## src/rtl/isl_pkg.sv

```systemverilog
// Shared types, codes and sizes for the indexed shift list.
`default_nettype none

package isl_pkg;

  // Store size and field widths.
  localparam int CAPACITY   = 64;
  localparam int IDX_W      = $clog2(CAPACITY);
  localparam int CNT_W      = 7;
  localparam int WORD_W     = 32;
  localparam int FIFO_DEPTH = 2;
  localparam int FIFO_PTR_W = $clog2(FIFO_DEPTH);
  localparam int FIFO_CNT_W = $clog2(FIFO_DEPTH + 1);

  // Request kinds.
  localparam logic [2:0] KIND_PUSH_FRONT = 3'd0;
  localparam logic [2:0] KIND_POP_FRONT  = 3'd1;
  localparam logic [2:0] KIND_PUSH_BACK  = 3'd2;
  localparam logic [2:0] KIND_POP_BACK   = 3'd3;
  localparam logic [2:0] KIND_INSERT     = 3'd4;
  localparam logic [2:0] KIND_REMOVE     = 3'd5;
  localparam logic [2:0] KIND_DUMP       = 3'd6;

  // Result status codes.
  localparam logic [1:0] STAT_OK     = 2'd0;
  localparam logic [1:0] STAT_FULL   = 2'd1;
  localparam logic [1:0] STAT_EMPTY  = 2'd2;
  localparam logic [1:0] STAT_BADPOS = 2'd3;

  // Store operations handed from the front end to the back end.
  localparam logic [1:0] OP_NONE = 2'd0;
  localparam logic [1:0] OP_PUT  = 2'd1;
  localparam logic [1:0] OP_TAKE = 2'd2;
  localparam logic [1:0] OP_DUMP = 2'd3;

  typedef struct packed {
    logic [2:0]               kind;
    logic [CNT_W-1:0]         position;
    logic signed [WORD_W-1:0] value;
  } req_t;

  typedef struct packed {
    logic [1:0]               status;
    logic signed [WORD_W-1:0] element;
    logic [CNT_W-1:0]         count;
    logic                     last;
  } rsp_t;

  typedef struct packed {
    logic [1:0]               op;
    logic [IDX_W-1:0]         idx;
    logic signed [WORD_W-1:0] value;
    logic [1:0]               status;
    logic [CNT_W-1:0]         count;
  } cmd_t;

endpackage

`default_nettype wire

```

## src/rtl/isl_front.sv

```systemverilog
// Front end: takes requests, checks them against the list length, issues commands.
`default_nettype none

module isl_front (
  input  wire              clk,
  input  wire              rst,
  input  wire              req_valid,
  output logic             req_ready,
  input  isl_pkg::req_t    req,
  input  wire              queue_full,
  output logic             cmd_push,
  output isl_pkg::cmd_t    cmd
);

  logic [isl_pkg::CNT_W-1:0] length;
  logic [isl_pkg::CNT_W-1:0] length_next;
  logic                      is_full;
  logic                      is_empty;
  logic                      ins_bad;
  logic                      rem_bad;

  assign req_ready = !queue_full;
  assign cmd_push  = req_valid && req_ready;

  assign is_full  = length >= isl_pkg::CNT_W'(isl_pkg::CAPACITY);
  assign is_empty = length == '0;
  assign ins_bad  = (req.position == '0) ||
                    ({1'b0, req.position} > ({1'b0, length} + 8'd1));
  assign rem_bad  = (req.position == '0) || (req.position > length);

  always_comb begin
    cmd.op      = isl_pkg::OP_NONE;
    cmd.idx     = '0;
    cmd.value   = req.value;
    cmd.status  = isl_pkg::STAT_OK;
    length_next = length;
    unique case (req.kind)
      isl_pkg::KIND_PUSH_FRONT: begin
        if (is_full) begin
          cmd.status = isl_pkg::STAT_FULL;
        end else begin
          cmd.op      = isl_pkg::OP_PUT;
          length_next = length + 1'b1;
        end
      end
      isl_pkg::KIND_POP_FRONT: begin
        if (is_empty) begin
          cmd.status = isl_pkg::STAT_EMPTY;
        end else begin
          cmd.op      = isl_pkg::OP_TAKE;
          length_next = length - 1'b1;
        end
      end
      isl_pkg::KIND_PUSH_BACK: begin
        if (is_full) begin
          cmd.status = isl_pkg::STAT_FULL;
        end else begin
          cmd.op      = isl_pkg::OP_PUT;
          cmd.idx     = isl_pkg::IDX_W'(length);
          length_next = length + 1'b1;
        end
      end
      isl_pkg::KIND_POP_BACK: begin
        // Dropping the tail only moves the length; the store is untouched.
        if (is_empty) begin
          cmd.status = isl_pkg::STAT_EMPTY;
        end else begin
          length_next = length - 1'b1;
        end
      end
      isl_pkg::KIND_INSERT: begin
        if (ins_bad) begin
          cmd.status = isl_pkg::STAT_BADPOS;
        end else if (is_full) begin
          cmd.status = isl_pkg::STAT_FULL;
        end else begin
          cmd.op      = isl_pkg::OP_PUT;
          cmd.idx     = isl_pkg::IDX_W'(req.position - 1'b1);
          length_next = length + 1'b1;
        end
      end
      isl_pkg::KIND_REMOVE: begin
        if (is_empty) begin
          cmd.status = isl_pkg::STAT_EMPTY;
        end else if (rem_bad) begin
          cmd.status = isl_pkg::STAT_BADPOS;
        end else begin
          cmd.op      = isl_pkg::OP_TAKE;
          cmd.idx     = isl_pkg::IDX_W'(req.position - 1'b1);
          length_next = length - 1'b1;
        end
      end
      isl_pkg::KIND_DUMP: begin
        if (is_empty) begin
          cmd.status = isl_pkg::STAT_EMPTY;
        end else begin
          cmd.op = isl_pkg::OP_DUMP;
        end
      end
      default: begin
      end
    endcase
    cmd.count = length_next;
  end

  always_ff @(posedge clk) begin
    if (rst) begin
      length <= '0;
    end else if (cmd_push) begin
      length <= length_next;
    end
  end

endmodule

`default_nettype wire

```

## src/rtl/isl_fifo.sv

```systemverilog
// Short command queue between the front end and the back end.
`default_nettype none

module isl_fifo (
  input  wire              clk,
  input  wire              rst,
  input  wire              push,
  input  isl_pkg::cmd_t    push_data,
  output logic             full,
  input  wire              pop,
  output isl_pkg::cmd_t    pop_data,
  output logic             empty
);

  isl_pkg::cmd_t                  slot [isl_pkg::FIFO_DEPTH];
  logic [isl_pkg::FIFO_PTR_W-1:0] wr_ptr;
  logic [isl_pkg::FIFO_PTR_W-1:0] rd_ptr;
  logic [isl_pkg::FIFO_CNT_W-1:0] fill;

  assign full     = fill == isl_pkg::FIFO_CNT_W'(isl_pkg::FIFO_DEPTH);
  assign empty    = fill == '0;
  assign pop_data = slot[rd_ptr];

  always_ff @(posedge clk) begin
    if (push) begin
      slot[wr_ptr] <= push_data;
    end
  end

  always_ff @(posedge clk) begin
    if (rst) begin
      wr_ptr <= '0;
      rd_ptr <= '0;
      fill   <= '0;
    end else begin
      if (push) begin
        wr_ptr <= (wr_ptr == isl_pkg::FIFO_PTR_W'(isl_pkg::FIFO_DEPTH - 1)) ? '0 : wr_ptr + 1'b1;
      end
      if (pop) begin
        rd_ptr <= (rd_ptr == isl_pkg::FIFO_PTR_W'(isl_pkg::FIFO_DEPTH - 1)) ? '0 : rd_ptr + 1'b1;
      end
      unique case ({push, pop})
        2'b10:   fill <= fill + 1'b1;
        2'b01:   fill <= fill - 1'b1;
        default: fill <= fill;
      endcase
    end
  end

endmodule

`default_nettype wire

```

## src/rtl/isl_back.sv

```systemverilog
// Back end: row of shifting word cells and the registered response stage.
`default_nettype none

module isl_back (
  input  wire              clk,
  input  wire              rst,
  input  wire              cmd_valid,
  input  isl_pkg::cmd_t    cmd,
  output logic             cmd_pop,
  output logic             rsp_valid,
  input  wire              rsp_ready,
  output isl_pkg::rsp_t    rsp
);

  localparam logic ST_EXEC = 1'b0;
  localparam logic ST_DUMP = 1'b1;

  logic                      state;
  logic [isl_pkg::CNT_W-1:0] dump_len;
  logic [isl_pkg::CNT_W-1:0] dump_left;
  logic [isl_pkg::CNT_W-1:0] rot_len;

  logic signed [isl_pkg::WORD_W-1:0] entry      [isl_pkg::CAPACITY];
  logic signed [isl_pkg::WORD_W-1:0] entry_next [isl_pkg::CAPACITY];

  logic          advance;
  logic          load_rsp;
  logic          do_put;
  logic          do_take;
  logic          do_rot;
  isl_pkg::rsp_t rsp_next;

  assign advance  = !rsp_valid || rsp_ready;
  assign cmd_pop  = (state == ST_EXEC) && cmd_valid && advance;
  assign load_rsp = advance && ((state == ST_DUMP) || cmd_valid);
  assign do_put   = cmd_pop && (cmd.op == isl_pkg::OP_PUT);
  assign do_take  = cmd_pop && (cmd.op == isl_pkg::OP_TAKE);
  assign do_rot   = advance && ((state == ST_DUMP) ||
                               (cmd_pop && (cmd.op == isl_pkg::OP_DUMP)));
  assign rot_len  = (state == ST_DUMP) ? dump_len : cmd.count;

  // A dump reads the head cell and rotates the live part of the row by one,
  // so the list is back in place after the last entry goes out.
  always_comb begin
    rsp_next.status  = isl_pkg::STAT_OK;
    rsp_next.element = entry[0];
    rsp_next.count   = cmd.count;
    rsp_next.last    = 1'b1;
    priority if (state == ST_DUMP) begin
      rsp_next.count = dump_len;
      rsp_next.last  = dump_left == isl_pkg::CNT_W'(1);
    end else if (cmd.op == isl_pkg::OP_DUMP) begin
      rsp_next.last  = cmd.count == isl_pkg::CNT_W'(1);
    end else begin
      rsp_next.status  = cmd.status;
      rsp_next.element = '0;
    end
  end

  for (genvar g = 0; g < isl_pkg::CAPACITY; g++) begin : g_entry
    localparam int PREV = (g == 0) ? 0 : g - 1;
    localparam int NEXT = (g == isl_pkg::CAPACITY - 1) ? g : g + 1;

    always_comb begin
      entry_next[g] = entry[g];
      if (do_put) begin
        if (isl_pkg::IDX_W'(g) == cmd.idx) begin
          entry_next[g] = cmd.value;
        end else if (isl_pkg::IDX_W'(g) > cmd.idx) begin
          entry_next[g] = entry[PREV];
        end
      end else if (do_take) begin
        if (isl_pkg::IDX_W'(g) >= cmd.idx) begin
          entry_next[g] = entry[NEXT];
        end
      end else if (do_rot) begin
        if (isl_pkg::CNT_W'(g) == rot_len - 1'b1) begin
          entry_next[g] = entry[0];
        end else if ((isl_pkg::CNT_W'(g) + 1'b1) < rot_len) begin
          entry_next[g] = entry[NEXT];
        end
      end
    end
  end

  always_ff @(posedge clk) begin
    entry <= entry_next;
  end

  always_ff @(posedge clk) begin
    if (load_rsp) begin
      rsp <= rsp_next;
    end
  end

  always_ff @(posedge clk) begin
    if (rst) begin
      state     <= ST_EXEC;
      rsp_valid <= 1'b0;
      dump_len  <= '0;
      dump_left <= '0;
    end else begin
      if (advance) begin
        rsp_valid <= load_rsp;
      end
      unique case (state)
        ST_EXEC: begin
          if (cmd_pop && (cmd.op == isl_pkg::OP_DUMP) && (cmd.count != isl_pkg::CNT_W'(1))) begin
            state     <= ST_DUMP;
            dump_len  <= cmd.count;
            dump_left <= cmd.count - 1'b1;
          end
        end
        ST_DUMP: begin
          if (advance) begin
            dump_left <= dump_left - 1'b1;
            if (dump_left == isl_pkg::CNT_W'(1)) begin
              state <= ST_EXEC;
            end
          end
        end
        default: state <= ST_EXEC;
      endcase
    end
  end

endmodule

`default_nettype wire

```

## src/rtl/indexed_shift_list.sv

```systemverilog
// Top level of the indexed shift list: front end, command queue and back end.
// A request accepted by the front end is written into the command queue; the back end
// then takes it from the queue and registers its first response in the response stage.
// The front end takes one request per cycle while the queue has room. A dump holds
// the back end and sends one entry per cycle out of the head cell while rsp_ready is high.
// Reset (rst, synchronous): clears the length, the queue and the response valid;
// the word cells are not cleared and are only read below the length.
`default_nettype none

module indexed_shift_list (
  input  wire              clk,
  input  wire              rst,
  input  wire              req_valid,
  output logic             req_ready,
  input  isl_pkg::req_t    req,
  output logic             rsp_valid,
  input  wire              rsp_ready,
  output isl_pkg::rsp_t    rsp
);

  // The front end keeps its own copy of the list length. Every request's
  // outcome depends on the length and the request alone, so the front end can decide the
  // status and the new length of each request as it arrives and run ahead
  // of the back end, which may still be busy with a dump.
  logic          queue_full;
  logic          queue_empty;
  logic          cmd_push;
  logic          cmd_pop;
  isl_pkg::cmd_t front_cmd;
  isl_pkg::cmd_t back_cmd;

  isl_front u_front (
    .clk        (clk),
    .rst        (rst),
    .req_valid  (req_valid),
    .req_ready  (req_ready),
    .req        (req),
    .queue_full (queue_full),
    .cmd_push   (cmd_push),
    .cmd        (front_cmd)
  );

  // The queue lets the front end keep taking requests while the back end
  // streams a dump or waits on a stalled response.
  isl_fifo u_fifo (
    .clk       (clk),
    .rst       (rst),
    .push      (cmd_push),
    .push_data (front_cmd),
    .full      (queue_full),
    .pop       (cmd_pop),
    .pop_data  (back_cmd),
    .empty     (queue_empty)
  );

  // The back end holds the words in a row of cells; for an insert or a remove the cells
  // from the position on shift together. It also drives the registered response.
  isl_back u_back (
    .clk       (clk),
    .rst       (rst),
    .cmd_valid (!queue_empty),
    .cmd       (back_cmd),
    .cmd_pop   (cmd_pop),
    .rsp_valid (rsp_valid),
    .rsp_ready (rsp_ready),
    .rsp       (rsp)
  );

endmodule

`default_nettype wire

```

## config.mk

```make
export PLATFORM = sky130hd
export DESIGN_NAME = indexed_shift_list
export DESIGN_NICKNAME = d
export VERILOG_FILES = /design/src/rtl/isl_pkg.sv /design/src/rtl/isl_front.sv /design/src/rtl/isl_fifo.sv /design/src/rtl/isl_back.sv /design/src/rtl/indexed_shift_list.sv
export SDC_FILE = /design/constraint.sdc
export NUM_CORES = 2
export LEC_CHECK = 0
export ABC_AREA = 0
export BUFFER_PORTS_ARGS = -buffer_cell sky130_fd_sc_hd__buf_2
export CAP_MARGIN = 20
export CORE_UTILIZATION = 35
export DETAILED_ROUTE_END_ITERATION = 12
export PLACE_DENSITY_LB_ADDON = 0.05
export SLEW_MARGIN = 25
export SYNTH_ARGS = -nofsm -noshare
export SYNTH_HDL_FRONTEND = slang
export SYNTH_SLANG_ARGS = --single-unit
```

## constraint.sdc

```tcl
create_clock -name clk -period 11.1 [get_ports clk]
set_input_delay 2.775 -clock clk [delete_from_list [all_inputs] [get_ports clk]]
set_output_delay 2.775 -clock clk [all_outputs]
set_load 0.01 [all_outputs]
```

# Yosys cells after proc, flatten, opt, wreduce, memory -nomap -nowiden
# Memory sizes are Yosys's and may differ from the RTL's. A register that Yosys moved wholly into a read port is not among the register bits.
# Index checks and enable logic that the tools add are counted.
# Widths: inputs -> output; s select.
[totals] mem_count=1 ff_bits=2117 mem_bits_rw=98 out_inout_bits=44 latchBits=0 romBits=0 word_cells=1263
[classes] n_div=0 n_mul=0 magnitude_cmp=192 n_addsub=11 n_bitwise=1 n_eq_ne=272 n_shift=0 mux=550 n_reduce_logical=160
[memory_table] memory="u_fifo.slot" words=2 word_bits=49 read_ports=1 rd_clocked_by_memory_dff=1 write_ports=1 line_no="isl_fifo.sv:15" text="isl_pkg::cmd_t slot [isl_pkg::FIFO_DEPTH];"
[ops] cell="$mux 32" n=511
[ops] cell="$reduce_and 4->1" n=63
[ops] cell="$reduce_bool 4->1" n=62
[ops] cell="$eq 6x7->1 const A" n=32
[ops] cell="$lt 6x7->1 const A" n=32
[ops] cell="$eq 6x6->1 const A" n=32
[ops] cell="$gt 6x6->1 const A" n=32
[ops] cell="$ne 3x2->1 const B" n=63
[ops] cell="$ne 3x3->1 const B" n=63
[ops] cell="$ge 6x6->1 const A" n=31
[ops] cell="$eq 5x7->1 const A" n=16
[ops] cell="$lt 5x7->1 const A" n=16
[ops] cell="$eq 5x6->1 const A" n=16
[ops] cell="$ge 5x6->1 const A" n=16
[ops] cell="$gt 5x6->1 const A" n=16
[ops] cell="$mux 7" n=10
[ops] cell="$eq 4x7->1 const A" n=8
[ops] cell="$lt 4x7->1 const A" n=8
[ops] cell="$eq 4x6->1 const A" n=8
[ops] cell="$ge 4x6->1 const A" n=8
[ops] cell="$gt 4x6->1 const A" n=8
[ops] cell="$eq 3x7->1 const A" n=4
[ops] cell="$lt 3x7->1 const A" n=4
[ops] cell="$pmux 7 s4" n=1
[ops] cell="56 further kinds" n=126

# Longest topological paths before layout
[depth] ltp_word=10 ltp_mapped=13

# Cells and area by module
# Synthesis repeated with hierarchy kept, for this count alone.
[hier_totals] hier_cells=11875 area_unflattened_um2=132861.2
[modules_own_cells] module="isl_back" instances=1 cells_each=11449 area_per_inst_um2=127340.9 seq_area_each_um2=63080.5
[modules_own_cells] module="isl_fifo" instances=1 cells_each=174 area_per_inst_um2=3729.8 seq_area_each_um2=3042.9
[modules_own_cells] module="isl_front" instances=1 cells_each=251 area_per_inst_um2=1786.7 seq_area_each_um2=140.1
[modules_own_cells] module="indexed_shift_list" instances=1 cells_each=1 area_per_inst_um2=3.8 seq_area_each_um2=0.0

# Least setup slack after synthesis
# OpenSTA, ideal clock, no wires.
[synth_path] path_type="input-to-reg" from="in rsp_ready" to="reg u_back.entry[416] in the netlist's numbering (enable)" t_arrival_ps=9135 required_time_ps=10505 setup_ps=595 n_path_buf=1 cell_stages=6 setup_slack_ps=1371 path_cell_list="nor2b_1 a2111oi_0 a21o_1 nor2_1 buf_2 a2111oi_0"
[synth_between] elab_chain_cells=7
[synth_lines] element="start, declared" line_no="indexed_shift_list.sv:17" text="input wire rsp_ready,"
[synth_lines] element="$logic_or 1x1->1 (*)" line_no="isl_back.sv:33" text="assign advance = !rsp_valid || rsp_ready;"
[synth_lines] element="$logic_and 1x1->1" line_no="isl_back.sv:34" text="assign cmd_pop = (state == ST_EXEC) && cmd_valid && advance;"
[synth_lines] element="$logic_and 1x1->1" line_no="isl_back.sv:39" text="(cmd_pop && (cmd.op == isl_pkg::OP_DUMP)));"
[synth_lines] element="$logic_or 1x1->1" line_no="isl_back.sv:38" text="assign do_rot = advance && ((state == ST_DUMP) ||"
[synth_lines] element="$logic_and 1x1->1" line_no="isl_back.sv:38"
[synth_lines] element="$reduce_bool 3->1 (no line)"
[synth_lines] element="$reduce_and 4->1 (no line) (*)"
[synth_lines] element="end signal, assigned" line_no="isl_back.sv:87" text="entry <= entry_next;"
[synth_lines] element="end, declared" line_no="isl_back.sv:23" text="logic signed [isl_pkg::WORD_W-1:0] entry [isl_pkg::CAPACITY];"
# Mark *: on every way between the ends. The rest lies on a longest branch, timed or not.
# A chain may end at the register's enable or synchronous reset.

==> impl_metrics.ini <==
[timing]
worst_pin_slew_ns = 1.18
holdWs_ns = 0.510
period_minus_slack_ns = 6.30
tns_ns = 0
max_freq_mhz = 159
rsz0062_at_grt = no
fin_crit_sh = 0.568
finalSetupViolCount = 0
relSlewSlack = 0.212
maxSlewViolCount = 0
skew_ns = 0.0432
finalHoldViolations = 0

[flow_run]
timing.max_cap.violations = 0

[yosys]
synth_edf_count = 2188
syn_nets = 13706
avgSynthCellArea_um2 = 9.73
yosysSeqAreaShare = 0.499
synth_warnings = 0
syn_area_um2 = 133000
post_synth_num_cell_types = 77
syn_inst = 13636
ys.flop_type = edfxtp_1
synthArstFlopShare = 0
ys_ff_latch = 2216

[floorplanning]
die_width_um = 618
ioPinCount = 90
rows = 225
floorplan.core_area_um2 = 376000
fp.dieArea_um2 = 382000
start_util = 0.353
dieHeight_um = 618

[routing]
drt_wl_total_um = 539000
wire_per_inst_um = 29.7
num_vias = 106776
drt-pass1-iter-count = 6
drt_iter0_markers = 10586
ant_nets = 0
post-route-drc-count = 0
routed_via_density = 5.88

[clocking]
cts_max_level = 5
clock_latency_ns = 0.94
tritoncts = yes
clk_pin_slew_ns = 0.06
postCtsResizedCells = 0
cts_buffers = 285
clock_path_buffers = 4
clkSinkCount = 2216
hold_buffers = 0
cts_root_buf = clkbuf_16
post_cts.repair.setup_buffers = 0

[placement]
gp_congestion = 0.959
place_hpwl_um = 341000
port_buffers = 89

[power]
peakVddDrop_v = 0.000218
power_frac_clock = 0.209
power_frac_comb = 0.395
cellPowerDensity_nw_per_um2 = 291
p_seq_frac = 0.396
p_leak_nw = 60.1
power.internal_mw = 24.6
switching_share = 0.425
finalPower_mw = 42.8
power.switching_mw = 18.2

[layout]
area_delta_synth_final_pct = 10.9
drive_gt1_frac = 0.0862
finalNetCount = 13031
fillers = 36857

[critical_path]
cpMaxStageDelayCell = nor2_1
crit_buf_inv = 3
startpoint_type = register
crit_family = buffers and inverters
worstSetupPathType = reg2reg
arrival_ns = 6.86
cp-end-kind = register
cp_max_fo = 32
path_cells = buf_4 -> mux2_2 -> mux2i_4 -> inv_2 -> nor2_1 -> mux2i_1 -> nor2_1 -> o21ai_0 -> a221oi_4 -> buf_4
critPathMaxStageDelay_ns = 0.89
crit_required_ns = 11.66

[grt]
globalRouteOverflowTotal = 0
grt_pass1_vias = 105905
antenna_found_initial = 10
grt_pass1_wl_um = 775000
grt_max_degree = 201
grtUsageTotal = 0.272

[run_status]
outcome = finished clean

[hold_path]
min_path_type = reg2reg
==> layer usage <==
layer,global-route usage,wire length (um)
met2,0.434,245000
met1,0.383,244000
met4,0.0837,16900
met5,0,0
met3,0.0338,33000
==> synth_stat cells, types with 6 or more instances <==
cell | n | area, um^2
nor3b_1 | 6 | 45.0
clkbuf_1 | 1146 | 4300
a31oi_1 | 617 | 3860
mux2i_1 | 2449 | 24500
a22oi_1 | 10 | 75.1
edfxtp_1 | 2188 | 65700
o31ai_1 | 9 | 67.6
a21oi_1 | 799 | 4000
buf_4 | 68 | 510
nor2_1 | 1511 | 5670
a211oi_1 | 498 | 3740
o21ai_0 | 1159 | 5800
a221oi_1 | 19 | 166
mux2_2 | 10 | 113
nand3_1 | 42 | 210
nor3_2 | 16 | 160
or3_1 | 16 | 100
dfxtp_1 | 28 | 561
nand2b_1 | 6 | 37.5
nand4_1 | 6 | 37.5
xor2_1 | 7 | 61.3
inv_1 | 23 | 86.3
xnor2_1 | 17 | 149
buf_6 | 18 | 203
nand3_2 | 16 | 160
buf_2 | 91 | 455
nor4_4 | 7 | 149
buf_1 | 125 | 469
o221a_1 | 30 | 338
inv_2 | 9 | 33.8
nand2_1 | 2486 | 9330
nor2b_1 | 38 | 238
nor3_1 | 54 | 270
ha_1 | 24 | 300
==> layout make-up <==
| type | count | area (um^2) | area share |
|---|---|---|---|
| sequential | 2216 | 66300 | 0.450 |
| multi-input combinational | 9938 | 62300 | 0.423 |
| clock buffer | 374 | 7610 | 0.0517 |
| tap | 4994 | 6250 | 0.0425 |
| timing repair buffer | 486 | 3700 | 0.0252 |
| clock inverter | 124 | 892 | 0.00606 |
| inverter | 34 | 128 | 0.000867 |
| antenna | 6 | 15.0 | 0.000102 |
==> placed cells by master (no fill, tap or decap), types with 63 or more instances in the layout <==
cell type / netlist / layout
a211oi_1: 498 / 488
a21oi_1: 799 / 793
a31oi_1: 617 / 616
buf_2: 91 / 89
buf_4: 68 / 377
clkbuf_1: 1146 / 82
clkbuf_16: 0 / 292
clkinv_1: 2 / 63
edfxtp_1: 2188 / 2188
mux2i_1: 2449 / 2413
nand2_1: 2486 / 2472
nor2_1: 1511 / 1460
o21ai_0: 1159 / 1150
==> through the flow <==
stage,std cells,cell area (um^2),worst slack (ns),util
after floorplan,13636,133000,1.37,-
after global placement,17660,138000,4.18,0.368
after detailed placement,17666,139000,4.09,0.368
after CTS,18164,147000,4.88,0.391
after global routing,18167,147000,4.63,0.391
final,18172,147000,4.80,0.391
==> kinds of logic after synthesis <==
logic type	after synthesis	share of synthesized area
muxes	2468	0.187
adders and majority gates	24	0.00226
and+or+nand+nor	4235	0.125
buffers and inverters	1482	0.0457
xor gates and xnor gates	24	0.00158
AOI/OAI and AO/OA	3187	0.139
DFF	2216	0.499
==> tightest hold or removal path: cells and delay by family (launching register included) <==
family | cells | cell delay [ns]
xor+xnor | 1 | 0.09
flops | 1 | 0.32
simple gates | 1 | 0.08
==> power by group through the flow <==
stage               Clock, mW  Sequential, mW  Combinational [mW]
floorplan                   0            16.0                10.1
global placement            0            16.9                16.4
detailed placement          0            17.0                16.7
CTS                      9.13            16.8                16.7
global route             9.40            17.2                18.0
finish                   8.92            16.9                16.9
==> flip-flops by register name, summed over array words and instances, names as in the netlist, named ones only <==
register          flops
u_fifo.rd_ptr         1
u_back.entry       2048
u_back.state          1
u_back.dump_left      7
u_back.rsp_valid      1
u_back.dump_len       7
u_fifo.slot          98
u_back.rsp           42
u_front.length        7
u_fifo.fill           2
u_fifo.wr_ptr         1
==> final timing paths <==
| kind | end | cells after the start | from | slack, ns |
|---|---|---|---|---|
| setup / recovery | u_back.entry[1462] | 10 | register | 4.80 |
| hold / removal | register | 2 | u_fifo.rd_ptr | 0.51 |
| setup reg to reg | u_back.entry[1462] | 10 | register | 4.80 |
| hold reg to reg | register | 2 | u_fifo.rd_ptr | 0.51 |
Note: power is estimated with default switching activity, not from simulation.
